[src/rtl/core/lars_pkg.sv]
// ----------------------------------------------------------------------------
// lars_pkg: shared constants and types of the ambient reflectance sensor
// Sample width default, channel count and the sequencer control bundle.
// ----------------------------------------------------------------------------
package lars_pkg;

  // default ADC code width
  localparam int LARS_SAMPLE_BITS = 12;

  // reflectance channels per scan
  localparam int LARS_CHANNELS = 4;

  // channels captured lit in the first lit phase (the rest in the second)
  localparam int LARS_LO_CHANNELS = LARS_CHANNELS / 2;

  // per-scan control from the phase sequencer to the channel datapath
  typedef struct packed {
    logic lit_lo;    // capture lit values of channels 0 and 1
    logic lit_hi;    // capture lit values of channels 2 and 3
    logic frame;     // dark scan: form lit minus dark and update levels
    logic emit_one;  // first emitter drive after this scan
    logic emit_two;  // second emitter drive after this scan
  } lars_ctrl_t;

endpackage

[src/rtl/core/lars_if.sv]
// ----------------------------------------------------------------------------
// lars_if: valid/ready channels of the ambient reflectance sensor
// Scan channel (battery plus four reflectance codes) and result channel.
// ----------------------------------------------------------------------------
interface lars_in_if import lars_pkg::*; #(
  parameter int SAMPLE_BITS = LARS_SAMPLE_BITS
);
  logic                   valid;
  logic                   ready;
  logic [SAMPLE_BITS-1:0] battery_sample;
  logic [SAMPLE_BITS-1:0] sample_a;
  logic [SAMPLE_BITS-1:0] sample_b;
  logic [SAMPLE_BITS-1:0] sample_c;
  logic [SAMPLE_BITS-1:0] sample_d;

  modport source (
    output valid, battery_sample, sample_a, sample_b, sample_c, sample_d,
    input  ready
  );
  modport sink (
    input  valid, battery_sample, sample_a, sample_b, sample_c, sample_d,
    output ready
  );
endinterface

interface lars_out_if import lars_pkg::*; #(
  parameter int SAMPLE_BITS = LARS_SAMPLE_BITS
);
  logic                       valid;
  logic                       ready;
  logic                       emitter_one;
  logic                       emitter_two;
  logic                       frame_done;
  logic [SAMPLE_BITS-1:0]     battery_code;
  logic [SAMPLE_BITS-1:0]     level_a;
  logic [SAMPLE_BITS-1:0]     level_b;
  logic [SAMPLE_BITS-1:0]     level_c;
  logic [SAMPLE_BITS-1:0]     level_d;
  logic signed [SAMPLE_BITS:0] change_a;
  logic signed [SAMPLE_BITS:0] change_b;
  logic signed [SAMPLE_BITS:0] change_c;
  logic signed [SAMPLE_BITS:0] change_d;

  modport source (
    output valid, emitter_one, emitter_two, frame_done, battery_code,
           level_a, level_b, level_c, level_d,
           change_a, change_b, change_c, change_d,
    input  ready
  );
  modport sink (
    input  valid, emitter_one, emitter_two, frame_done, battery_code,
           level_a, level_b, level_c, level_d,
           change_a, change_b, change_c, change_d,
    output ready
  );
endinterface

[src/rtl/core/lars_seq.sv]
// ----------------------------------------------------------------------------
// lars_seq: four-phase emitter sequencer
// Steps through the LED phases once per processed scan and decodes control.
// ----------------------------------------------------------------------------
module lars_seq import lars_pkg::*; (
  input  logic       clk,
  input  logic       rst,
  input  logic       advance,
  output lars_ctrl_t ctrl
);

  typedef enum logic [3:0] {
    PH_IDLE = 4'b0001,
    PH_LIT1 = 4'b0010,
    PH_LIT2 = 4'b0100,
    PH_DARK = 4'b1000
  } phase_t;

  phase_t phase;
  phase_t phase_next;

  // next phase, wrapping after the dark scan
  always_comb begin
    unique case (phase)
      PH_IDLE: phase_next = PH_LIT1;
      PH_LIT1: phase_next = PH_LIT2;
      PH_LIT2: phase_next = PH_DARK;
      PH_DARK: phase_next = PH_IDLE;
      default: phase_next = PH_IDLE;
    endcase
  end

  always_ff @(posedge clk) begin
    if (rst) begin
      phase <= PH_IDLE;
    end else if (advance) begin
      phase <= phase_next;
    end
  end

  // control decode for the scan being processed
  always_comb begin
    ctrl = '0;
    unique case (phase)
      PH_IDLE: begin
        ctrl.emit_two = 1'b1;
      end
      PH_LIT1: begin
        ctrl.lit_lo   = 1'b1;
        ctrl.emit_one = 1'b1;
      end
      PH_LIT2: begin
        ctrl.lit_hi = 1'b1;
      end
      PH_DARK: begin
        ctrl.frame = 1'b1;
      end
      default: ctrl = '0;
    endcase
  end

endmodule

[src/rtl/core/lars_chan.sv]
// ----------------------------------------------------------------------------
// lars_chan: one reflectance channel
// Holds the lit sample, the level and the change; on a dark scan forms
// lit minus dark and takes it as the new level when it is in range.
// ----------------------------------------------------------------------------
module lars_chan import lars_pkg::*; #(
  parameter int SAMPLE_BITS = LARS_SAMPLE_BITS
) (
  input  logic                    clk,
  input  logic                    rst,
  input  logic                    advance,
  input  logic                    lit_we,
  input  logic                    frame,
  input  logic [SAMPLE_BITS-1:0]  sample,
  output logic [SAMPLE_BITS-1:0]  level_next,
  output logic signed [SAMPLE_BITS:0] change_next
);

  logic [SAMPLE_BITS-1:0]     lit;
  logic [SAMPLE_BITS-1:0]     level;
  logic signed [SAMPLE_BITS:0] change;
  logic [SAMPLE_BITS:0]       diff;
  logic                       in_range;
  logic [SAMPLE_BITS-1:0]     new_level;

  // lit minus dark; accept only 1 .. full scale minus one
  always_comb begin
    diff      = {1'b0, lit} - {1'b0, sample};
    in_range  = !diff[SAMPLE_BITS] && (diff[SAMPLE_BITS-1:0] != '0)
                && (diff[SAMPLE_BITS-1:0] != '1);
    new_level = in_range ? diff[SAMPLE_BITS-1:0] : level;
    if (frame) begin
      level_next  = new_level;
      change_next = signed'({1'b0, level} - {1'b0, new_level});
    end else begin
      level_next  = level;
      change_next = change;
    end
  end

  // lit capture (no reset, always written before a dark scan reads it)
  always_ff @(posedge clk) begin
    if (advance && lit_we) begin
      lit <= sample;
    end
  end

  always_ff @(posedge clk) begin
    if (rst) begin
      level  <= '0;
      change <= '0;
    end else if (advance) begin
      level  <= level_next;
      change <= change_next;
    end
  end

endmodule

[src/rtl/core/led_ambient_reflect_sensor_core.sv]
// ----------------------------------------------------------------------------
// led_ambient_reflect_sensor_core: LED on/off ambient light subtraction
// Four-phase emitter sequence, lit/dark capture and level tracking.
// ----------------------------------------------------------------------------
// Each transfer on scan is one finished ADC scan and yields exactly one
// transfer on result. A scan is captured in an input register, processed by
// the phase sequencer and the four channel slices while it sits there, and
// lands in the result register once that register is free or being taken,
// where its result is offered. With result.ready held high a new scan can be
// taken every cycle; the rate is one scan per clock, set by the single pass
// from input to result register. While a result waits for result.ready the
// input register still takes one more scan and then holds scan.ready low
// until the waiting result is taken.
// Phase 0 drives emitter two, phase 1 emitter one and captures channels 0
// and 1, phase 2 captures channels 2 and 3, and phase 3 is the dark scan
// that updates the levels and raises frame_done.
module led_ambient_reflect_sensor_core import lars_pkg::*; #(
  parameter int SAMPLE_BITS = LARS_SAMPLE_BITS
) (
  input  logic           clk,
  input  logic           rst,
  lars_in_if.sink        scan,
  lars_out_if.source     result
);

  // input register
  logic                   s1_valid;
  logic [SAMPLE_BITS-1:0] s1_batt;
  logic [SAMPLE_BITS-1:0] s1_smp [LARS_CHANNELS];
  logic                   s1_advance;

  // result register
  logic                        o_valid;
  logic                        o_emit_one;
  logic                        o_emit_two;
  logic                        o_done;
  logic [SAMPLE_BITS-1:0]      o_batt;
  logic [SAMPLE_BITS-1:0]      o_level  [LARS_CHANNELS];
  logic signed [SAMPLE_BITS:0] o_change [LARS_CHANNELS];

  lars_ctrl_t                  ctrl;
  logic [SAMPLE_BITS-1:0]      level_next  [LARS_CHANNELS];
  logic signed [SAMPLE_BITS:0] change_next [LARS_CHANNELS];

  // handshakes
  assign s1_advance = s1_valid && (!o_valid || result.ready);
  assign scan.ready = !s1_valid || s1_advance;

  always_ff @(posedge clk) begin
    if (rst) begin
      s1_valid <= 1'b0;
    end else if (scan.ready) begin
      s1_valid <= scan.valid;
    end
  end

  always_ff @(posedge clk) begin
    if (scan.valid && scan.ready) begin
      s1_batt   <= scan.battery_sample;
      s1_smp[0] <= scan.sample_a;
      s1_smp[1] <= scan.sample_b;
      s1_smp[2] <= scan.sample_c;
      s1_smp[3] <= scan.sample_d;
    end
  end

  // phase sequencer
  lars_seq u_seq (
    .clk     (clk),
    .rst     (rst),
    .advance (s1_advance),
    .ctrl    (ctrl)
  );

  // channel slices
  for (genvar i = 0; i < LARS_CHANNELS; i++) begin : g_chan
    lars_chan #(
      .SAMPLE_BITS (SAMPLE_BITS)
    ) u_chan (
      .clk         (clk),
      .rst         (rst),
      .advance     (s1_advance),
      .lit_we      ((i < LARS_LO_CHANNELS) ? ctrl.lit_lo : ctrl.lit_hi),
      .frame       (ctrl.frame),
      .sample      (s1_smp[i]),
      .level_next  (level_next[i]),
      .change_next (change_next[i])
    );
  end

  // result register control
  always_ff @(posedge clk) begin
    if (rst) begin
      o_valid <= 1'b0;
    end else if (s1_advance) begin
      o_valid <= 1'b1;
    end else if (result.ready) begin
      o_valid <= 1'b0;
    end
  end

  // result register payload
  always_ff @(posedge clk) begin
    if (s1_advance) begin
      o_emit_one <= ctrl.emit_one;
      o_emit_two <= ctrl.emit_two;
      o_done     <= ctrl.frame;
      o_batt     <= s1_batt;
      o_level    <= level_next;
      o_change   <= change_next;
    end
  end

  assign result.valid        = o_valid;
  assign result.emitter_one  = o_emit_one;
  assign result.emitter_two  = o_emit_two;
  assign result.frame_done   = o_done;
  assign result.battery_code = o_batt;
  assign result.level_a      = o_level[0];
  assign result.level_b      = o_level[1];
  assign result.level_c      = o_level[2];
  assign result.level_d      = o_level[3];
  assign result.change_a     = o_change[0];
  assign result.change_b     = o_change[1];
  assign result.change_c     = o_change[2];
  assign result.change_d     = o_change[3];

  // a dark scan never leaves an emitter lit
  a_frame_dark: assert property (@(posedge clk) disable iff (rst)
    o_valid && o_done |-> !o_emit_one && !o_emit_two)
    else $error("frame result with an emitter lit");

  // the two emitters are never driven together
  a_emit_excl: assert property (@(posedge clk) disable iff (rst)
    o_valid |-> !(o_emit_one && o_emit_two))
    else $error("both emitters lit");

  // a scan held in the input register is not lost while the output stalls
  a_s1_hold: assert property (@(posedge clk) disable iff (rst)
    s1_valid && !s1_advance |=> s1_valid && $stable(s1_batt))
    else $error("input register lost a stalled scan");

  // a processed scan always lands in the result register
  a_advance_out: assert property (@(posedge clk) disable iff (rst)
    s1_advance |=> o_valid)
    else $error("processed scan did not reach the result register");

  // the phase after a dark scan drives emitter two
  a_phase_wrap: assert property (@(posedge clk) disable iff (rst)
    s1_advance && ctrl.frame |=> ctrl.emit_two && !ctrl.frame)
    else $error("phase did not wrap after the dark scan");

endmodule

[src/flat_wrapper.sv]
// flat-port wrapper written by rule: the top's interface ports become plain ports
module led_ambient_reflect_sensor_core_flat import lars_pkg::*;
#(
  parameter int SAMPLE_BITS = LARS_SAMPLE_BITS
)
  (clk, rst, scan_valid, scan_battery_sample, scan_sample_a, scan_sample_b, scan_sample_c, scan_sample_d, scan_ready, result_valid, result_emitter_one, result_emitter_two, result_frame_done, result_battery_code, result_level_a, result_level_b, result_level_c, result_level_d, result_change_a, result_change_b, result_change_c, result_change_d, result_ready);
  lars_in_if #(.SAMPLE_BITS(SAMPLE_BITS)) scan_i ();
  lars_out_if #(.SAMPLE_BITS(SAMPLE_BITS)) result_i ();
  input  logic clk;
  input  logic rst;
  input wire logic [$bits(scan_i.valid)-1:0] scan_valid;
  input wire logic [$bits(scan_i.battery_sample)-1:0] scan_battery_sample;
  input wire logic [$bits(scan_i.sample_a)-1:0] scan_sample_a;
  input wire logic [$bits(scan_i.sample_b)-1:0] scan_sample_b;
  input wire logic [$bits(scan_i.sample_c)-1:0] scan_sample_c;
  input wire logic [$bits(scan_i.sample_d)-1:0] scan_sample_d;
  output wire logic [$bits(scan_i.ready)-1:0] scan_ready;
  output wire logic [$bits(result_i.valid)-1:0] result_valid;
  output wire logic [$bits(result_i.emitter_one)-1:0] result_emitter_one;
  output wire logic [$bits(result_i.emitter_two)-1:0] result_emitter_two;
  output wire logic [$bits(result_i.frame_done)-1:0] result_frame_done;
  output wire logic [$bits(result_i.battery_code)-1:0] result_battery_code;
  output wire logic [$bits(result_i.level_a)-1:0] result_level_a;
  output wire logic [$bits(result_i.level_b)-1:0] result_level_b;
  output wire logic [$bits(result_i.level_c)-1:0] result_level_c;
  output wire logic [$bits(result_i.level_d)-1:0] result_level_d;
  output wire logic [$bits(result_i.change_a)-1:0] result_change_a;
  output wire logic [$bits(result_i.change_b)-1:0] result_change_b;
  output wire logic [$bits(result_i.change_c)-1:0] result_change_c;
  output wire logic [$bits(result_i.change_d)-1:0] result_change_d;
  input wire logic [$bits(result_i.ready)-1:0] result_ready;
  assign scan_i.valid = scan_valid;
  assign scan_i.battery_sample = scan_battery_sample;
  assign scan_i.sample_a = scan_sample_a;
  assign scan_i.sample_b = scan_sample_b;
  assign scan_i.sample_c = scan_sample_c;
  assign scan_i.sample_d = scan_sample_d;
  assign scan_ready = scan_i.ready;
  assign result_valid = result_i.valid;
  assign result_emitter_one = result_i.emitter_one;
  assign result_emitter_two = result_i.emitter_two;
  assign result_frame_done = result_i.frame_done;
  assign result_battery_code = result_i.battery_code;
  assign result_level_a = result_i.level_a;
  assign result_level_b = result_i.level_b;
  assign result_level_c = result_i.level_c;
  assign result_level_d = result_i.level_d;
  assign result_change_a = result_i.change_a;
  assign result_change_b = result_i.change_b;
  assign result_change_c = result_i.change_c;
  assign result_change_d = result_i.change_d;
  assign result_i.ready = result_ready;
  led_ambient_reflect_sensor_core #(.SAMPLE_BITS(SAMPLE_BITS)) u_core (.clk(clk), .rst(rst), .scan(scan_i), .result(result_i));
endmodule
[config.mk]
export PLATFORM = sky130hd
export DESIGN_NAME = led_ambient_reflect_sensor_core_flat
export DESIGN_NICKNAME = d
export VERILOG_FILES = /design/src/rtl/core/lars_pkg.sv /design/src/rtl/core/lars_if.sv /design/src/rtl/core/lars_seq.sv /design/src/rtl/core/lars_chan.sv /design/src/rtl/core/led_ambient_reflect_sensor_core.sv /design/src/flat_wrapper.sv
export SDC_FILE = /design/constraint.sdc
export NUM_CORES = 1
export LEC_CHECK = 0
export BUFFER_PORTS_ARGS = -buffer_cell sky130_fd_sc_hd__buf_2
export CAP_MARGIN = 10
export CORE_ASPECT_RATIO = 0.75
export CORE_MARGIN = 2
export CORE_UTILIZATION = 60
export DETAILED_ROUTE_END_ITERATION = 16
export PLACE_DENSITY_LB_ADDON = 0.3
export SLEW_MARGIN = 30
export SYNTH_ARGS = -nofsm -noshare
export SYNTH_HDL_FRONTEND = slang
export SYNTH_SLANG_ARGS = --single-unit
[constraint.sdc]
create_clock -name clk -period 13.7 [get_ports clk]
set_input_delay 2.055 -clock clk [delete_from_list [all_inputs] [get_ports clk]]
set_output_delay 2.055 -clock clk [all_outputs]
set_load 0.02 [all_outputs]
# == After elaboration in Yosys (flattened, before gate mapping) ==
# Memory sizes are Yosys's and may differ from the RTL's.
# Index checks and enable logic that the tools add are counted.
# totals
reg_bits,281
ram_bits,48
in_bits,64
out_inout_bits,117
word_cells,91
n_memories,1
# mem_list
name,words,width,rd,rd_ports_with_merged_regs,wr,line_no,rtl
u_core.s1_smp,4,12,4,0,4,led_ambient_reflect_sensor_core.sv:29,logic [SAMPLE_BITS-1:0] s1_smp [LARS_CHANNELS];
# classes
add_sub_neg,8
eq_ne,8
muxes,21
n_reduce_logical,25
# ops
cell,count
$sub A12 B12 Y13,8
$mux W12,8
$mux W13,4
$ne A12 B12 Y1 const B,4
$reduce_bool A12 Y1,4
$logic_and A1 B1 Y1,12
$pmux W4 S3,1
$mux W1,8
$logic_not A1 Y1,6
$eq A4 B1 Y1 const B,1
$eq A4 B2 Y1 const B,1
$eq A4 B3 Y1 const B,1
$eq A4 B4 Y1 const B,1
$logic_or A1 B1 Y1,2
$reduce_bool A2 Y1,1

# == Logic depth before layout (Yosys ltp) ==
# depth
ltp_word,7
ltp_mapped,27
ltp_nobuf,26

# == By module ==
# A second synthesis with hierarchy kept.
# hier_totals
cells_unflattened,1892
hier_area_um2,18869.3
# by_module_without_submodules
mod,n_inst,cells_per_inst,area_each_um2,seq_area_each_um2
lars_chan (u_core.g_chan[2].u_chan ...),2,423,3316.9,860.8
led_ambient_reflect_sensor_core,1,185,5358.9,5295.1
lars_chan (u_core.g_chan[0].u_chan),1,428,3402.0,860.8
lars_chan (u_core.g_chan[1].u_chan),1,409,3256.9,860.8
lars_seq,1,24,217.7,80.1

# == Worst setup path after synthesis ==
# OpenSTA, ideal clock, no wires.
# synth_timing
path_kind,in2reg
startpoint,in result_ready
endpoint,reg u_core.o_batt[0] (netlist: u_core.result.battery_code[0]) (enable)
setup_time_ps,525
arrival_ps,5678
t_required_ps,13175
slack_ps,7497
path_stages,4
n_path_buf,1
cell_sequence,nor2b_1 -> nand2b_1 -> clkinv_1 -> clkbuf_1
# synth_between
elab_chain_cells,2
# synth_rtl
element,line_no,rtl
from (decl),flat_wrapper.sv:31,input wire logic [$bits(result_i.ready)-1:0] result_ready;
$logic_or A1 B1 Y1,led_ambient_reflect_sensor_core.sv:46,assign s1_advance = s1_valid && (!o_valid || result.ready);
$logic_and A1 B1 Y1,led_ambient_reflect_sensor_core.sv:46,
via u_core.g_chan[0].u_chan.advance,lars_chan.sv:11,"input logic advance,"
to (signal assigned),led_ambient_reflect_sensor_core.sv:108,o_batt <= s1_batt;
to (decl),led_ambient_reflect_sensor_core.sv:37,logic [SAMPLE_BITS-1:0] o_batt;
# The timed path passes the listed nets, and every way through them passes these cells.
# A chain may end at the register's enable or synchronous reset.

==> metrics.cfg <==
[timing]
skew_ps=23.5
final.period_utilization_pct=49.6
period_minus_slack_ps=6790
finalSetupViolCount=0
layout_setup_ws_ps=6910
tns_ps=0
hold_viol_final=0
worst_pin_slew_ps=996
hold_slack_ps=415
max-slew-margin-rel_pct=33.2
drv_slew=0
rsz0062_at_grt=no
max_freq_ghz=0.147

[grt]
grt_pass1_vias=12400
busiest_layer=met2
grt-ovfl-total=0
antenna_found_initial=0
grt_usage_pct=25.9
grt_max_degree=91
gr-usage-met3_pct=3.98
use_met1_pct=37.8
grt_first_pass_wirelength_um=63300
grtUsageMet2_pct=40.9

[setup_path]
slowest_stage=or4_1
crit_type=reg -> reg
crit_chain=ha_1 -> fa_1 -> nand2b_1 -> a211oi_1 -> o21ai_0 -> o211ai_1 -> xnor2_1 -> or4_1 -> a21o_1 -> o21ai_0 -> ha_1 -> nor2b_1 -> or2_2 -> maj3_1 -> maj3_1 -> a211o_1 -> a31oi_1 -> o211ai_1 -> a311oi_1 -> o21ai_1 -> xnor2_1 -> o21ai_0
r2r_setup_slack_ps=6910
r2r-start=u_core.s1_smp[2][0]$_DFFE_PP_
r2r-end=u_core.result.change_c[11]$_DFFE_PP_
cp.arrival_ps=7020
crit_top_cell=o21ai_0
reg2regPathDepth=22
cp_max_fo=11
required_ps=13930
crit_buf_inv=0
worst_setup_path_end_kind=flop
critical_path.top_delay_family=compound AO/OA/AOI/OAI gates
crit_path_start_kind=flop
slowest_delay_ps=610

[floorplanning]
io_pins=181
die_area_sq_um=30200
start_util_pct=61.4
die_w_um=200
die_h_um=151
coreArea_sq_um=28200
rows=53

[route]
vias=13300
dr.pass1.iters=5
route.detailed.wl_per_inst_um=17.1
drtAntennaViolNets=0
wl_um=39500
routed_via_density=5.77
drc=0
drt_iter0_markers=1166

[cells_and_area]
fin_cells=2305
drive_gt1_share_pct=15.5
fin_nets=2039
diodes=0
area_growth_pct=13.6
final_common_cell=edfxtp_1
final_cell_mix=edfxtp_1 (223), nand2_1 (213), buf_2 (180)

[cts]
numCtsBuffers=34
postCtsHoldBufs=0
cts_setup_buffers=0
cts.htree.levels=2
cts_sinks=329
clock_path_buffers=3
ctsResizeCount=0
clkSlewWorstSetupHoldPaths_ps=60
cts-root-buf=clkbuf_16
clock_latency_ps=520
cts_tree=done

[hold_path]
whs_endpoint=u_core.result.battery_code[1]$_DFFE_PP_
hold_path_depth=0
worstHoldStart=u_core.s1_batt[1]$_DFFE_PP_
hold_class=reg -> reg

[synthesis]
async_flop_share_pct=0
synth_nets=1881
yosysUniqueCellTypes=86
synth-seq-cells=329
yosys.area.top_type_share_pct=38.7
ys.flop_type=edfxtp_1
syn_area_per_cell_sq_um=9.97
ys_warn_count=0
synth_edf_count=223
synth_top_cells_by_area=edfxtp_1 (39%), dfxtp_1 (12%), ha_1 (5.2%)
syn_inst=1737
seq_area_frac_synth_pct=50.9
netlist_area_sq_um=17300
yosysTopAreaCell=edfxtp_1

[power]
total_power_w=0.00233
power_density_nw_per_um2=118
leakage_nw=7.67
ir_drop_uv=122

[job]
maxCapViolations=0

[placement]
port-buffer-count=180
pre_cts_slack_ps=7030
dp.cells=2244
dpl.hpwl_um=27700
gp_congestion=0.924

[outcome]
status=complete, no violations

-- logic make-up (layout without fill, tap and decap cells) --
| logic type | after synthesis | after routing | synth area share [%] |
|---|---|---|---|
| AO/OA/AOI/OAI | 457 | 457 | 16.7 |
| XOR/XNOR | 80 | 80 | 4.05 |
| adder cells (fa/ha/maj) | 98 | 98 | 7.17 |
| multiplexers | 39 | 39 | 2.34 |
| flip-flops | 329 | 329 | 50.9 |
| AND/OR/NAND/NOR | 565 | 565 | 15.0 |
| buffers and inverters | 169 | 352 | 3.74 |
-- cells in the mapped netlist, types with 23 or more instances --
cell type / count
edfxtp_1: 223
nand2_1: 213
nor2_1: 156
a21oi_1: 138
o21ai_0: 138
dfxtp_1: 106
inv_1: 94
ha_1: 72
clkbuf_1: 62
xnor2_1: 52
nand3_1: 37
xor2_1: 28
mux2i_1: 27
nor3_1: 27
a21o_1: 23
-- sequential cells by signal, summed over array words and instances (netlist names), 4 cells and up --
| register | cells |
|---|---|
| u_core.result.level_d | 12 |
| u_core.g_chan.u_chan.lit | 48 |
| u_core.s1_batt | 12 |
| u_core.result.level_c | 12 |
| u_core.result.battery_code | 12 |
| u_core.result.change_c | 13 |
| u_core.result.change_d | 13 |
| u_core.result.change_a | 13 |
| u_core.s1_smp | 48 |
| u_core.u_seq.phase | 4 |
| u_core.g_chan.u_chan.change | 52 |
| u_core.result.level_a | 12 |
| u_core.result.change_b | 13 |
| u_core.result.level_b | 12 |
| u_core.g_chan.u_chan.level | 48 |
-- worst max-delay path by stage --
stage | startpoint | to | slack [ps] | cells after the start
floorplan | result_ready | u_core.result.battery_code[0]$_DFFE_PP_ | 7500 | 4
global placement | u_core.s1_smp[2][0]$_DFFE_PP_ | u_core.g_chan[2].u_chan.change[11]$_SDFFE_PP0P_ | 7200 | 23
detailed placement | u_core.s1_smp[2][0]$_DFFE_PP_ | u_core.result.change_c[11]$_DFFE_PP_ | 7030 | 22
CTS | u_core.s1_smp[2][0]$_DFFE_PP_ | u_core.result.change_c[11]$_DFFE_PP_ | 7010 | 22
global route | u_core.s1_smp[2][0]$_DFFE_PP_ | u_core.g_chan[2].u_chan.change[11]$_SDFFE_PP0P_ | 6370 | 24
finish | u_core.s1_smp[2][0]$_DFFE_PP_ | u_core.result.change_c[11]$_DFFE_PP_ | 6910 | 22
-- routing by layer --
layer / part of all wire, % / vias up
li1: - / 6596
met4: 1.7 / 0
met2: 45 / 382
met5: 0 / -
met3: 6.0 / 55
met1: 48 / 6274
-- cell type report --
type	count	area (sq um)
Sequential cell	329	8820
Fill cell	2143	8520
Multi-Input combinational cell	1239	7860
Timing Repair Buffer	194	1030
Clock buffer	48	1010
Tap cell	385	482
Inverter	97	369
Clock inverter	13	98.8
-- where the power goes --
group	total, W	switching (W)	internal (W)
Sequential	0.00110	0.0000112	0.00109
Clock	0.000916	0.000382	0.000534
Combinational	0.000316	0.000201	0.000114
-- worst register-to-register path, stage by stage (launching register included) --
cell and delay, ps:
edfxtp_1 400, ha_1 260, fa_1 440, nand2b_1 200, a211oi_1 320, o21ai_0 220, o211ai_1 240, xnor2_1 120
or4_1 610, a21o_1 370, o21ai_0 350, ha_1 300, nor2b_1 140, or2_2 310, maj3_1 390, maj3_1 360
a211o_1 260, a31oi_1 260, o211ai_1 120, a311oi_1 420, o21ai_1 140, xnor2_1 180, o21ai_0 100
-- through the flow --
| stage | utilization, % | area [sq um] |
|---|---|---|
| floorplan | - | 17300 |
| global placement | 65.7 | 18500 |
| detailed placement | 65.8 | 18600 |
| CTS | 69.8 | 19700 |
| global route | 69.8 | 19700 |
| finish | 69.8 | 19700 |
No activity file was read; power rests on OpenSTA's default activity.
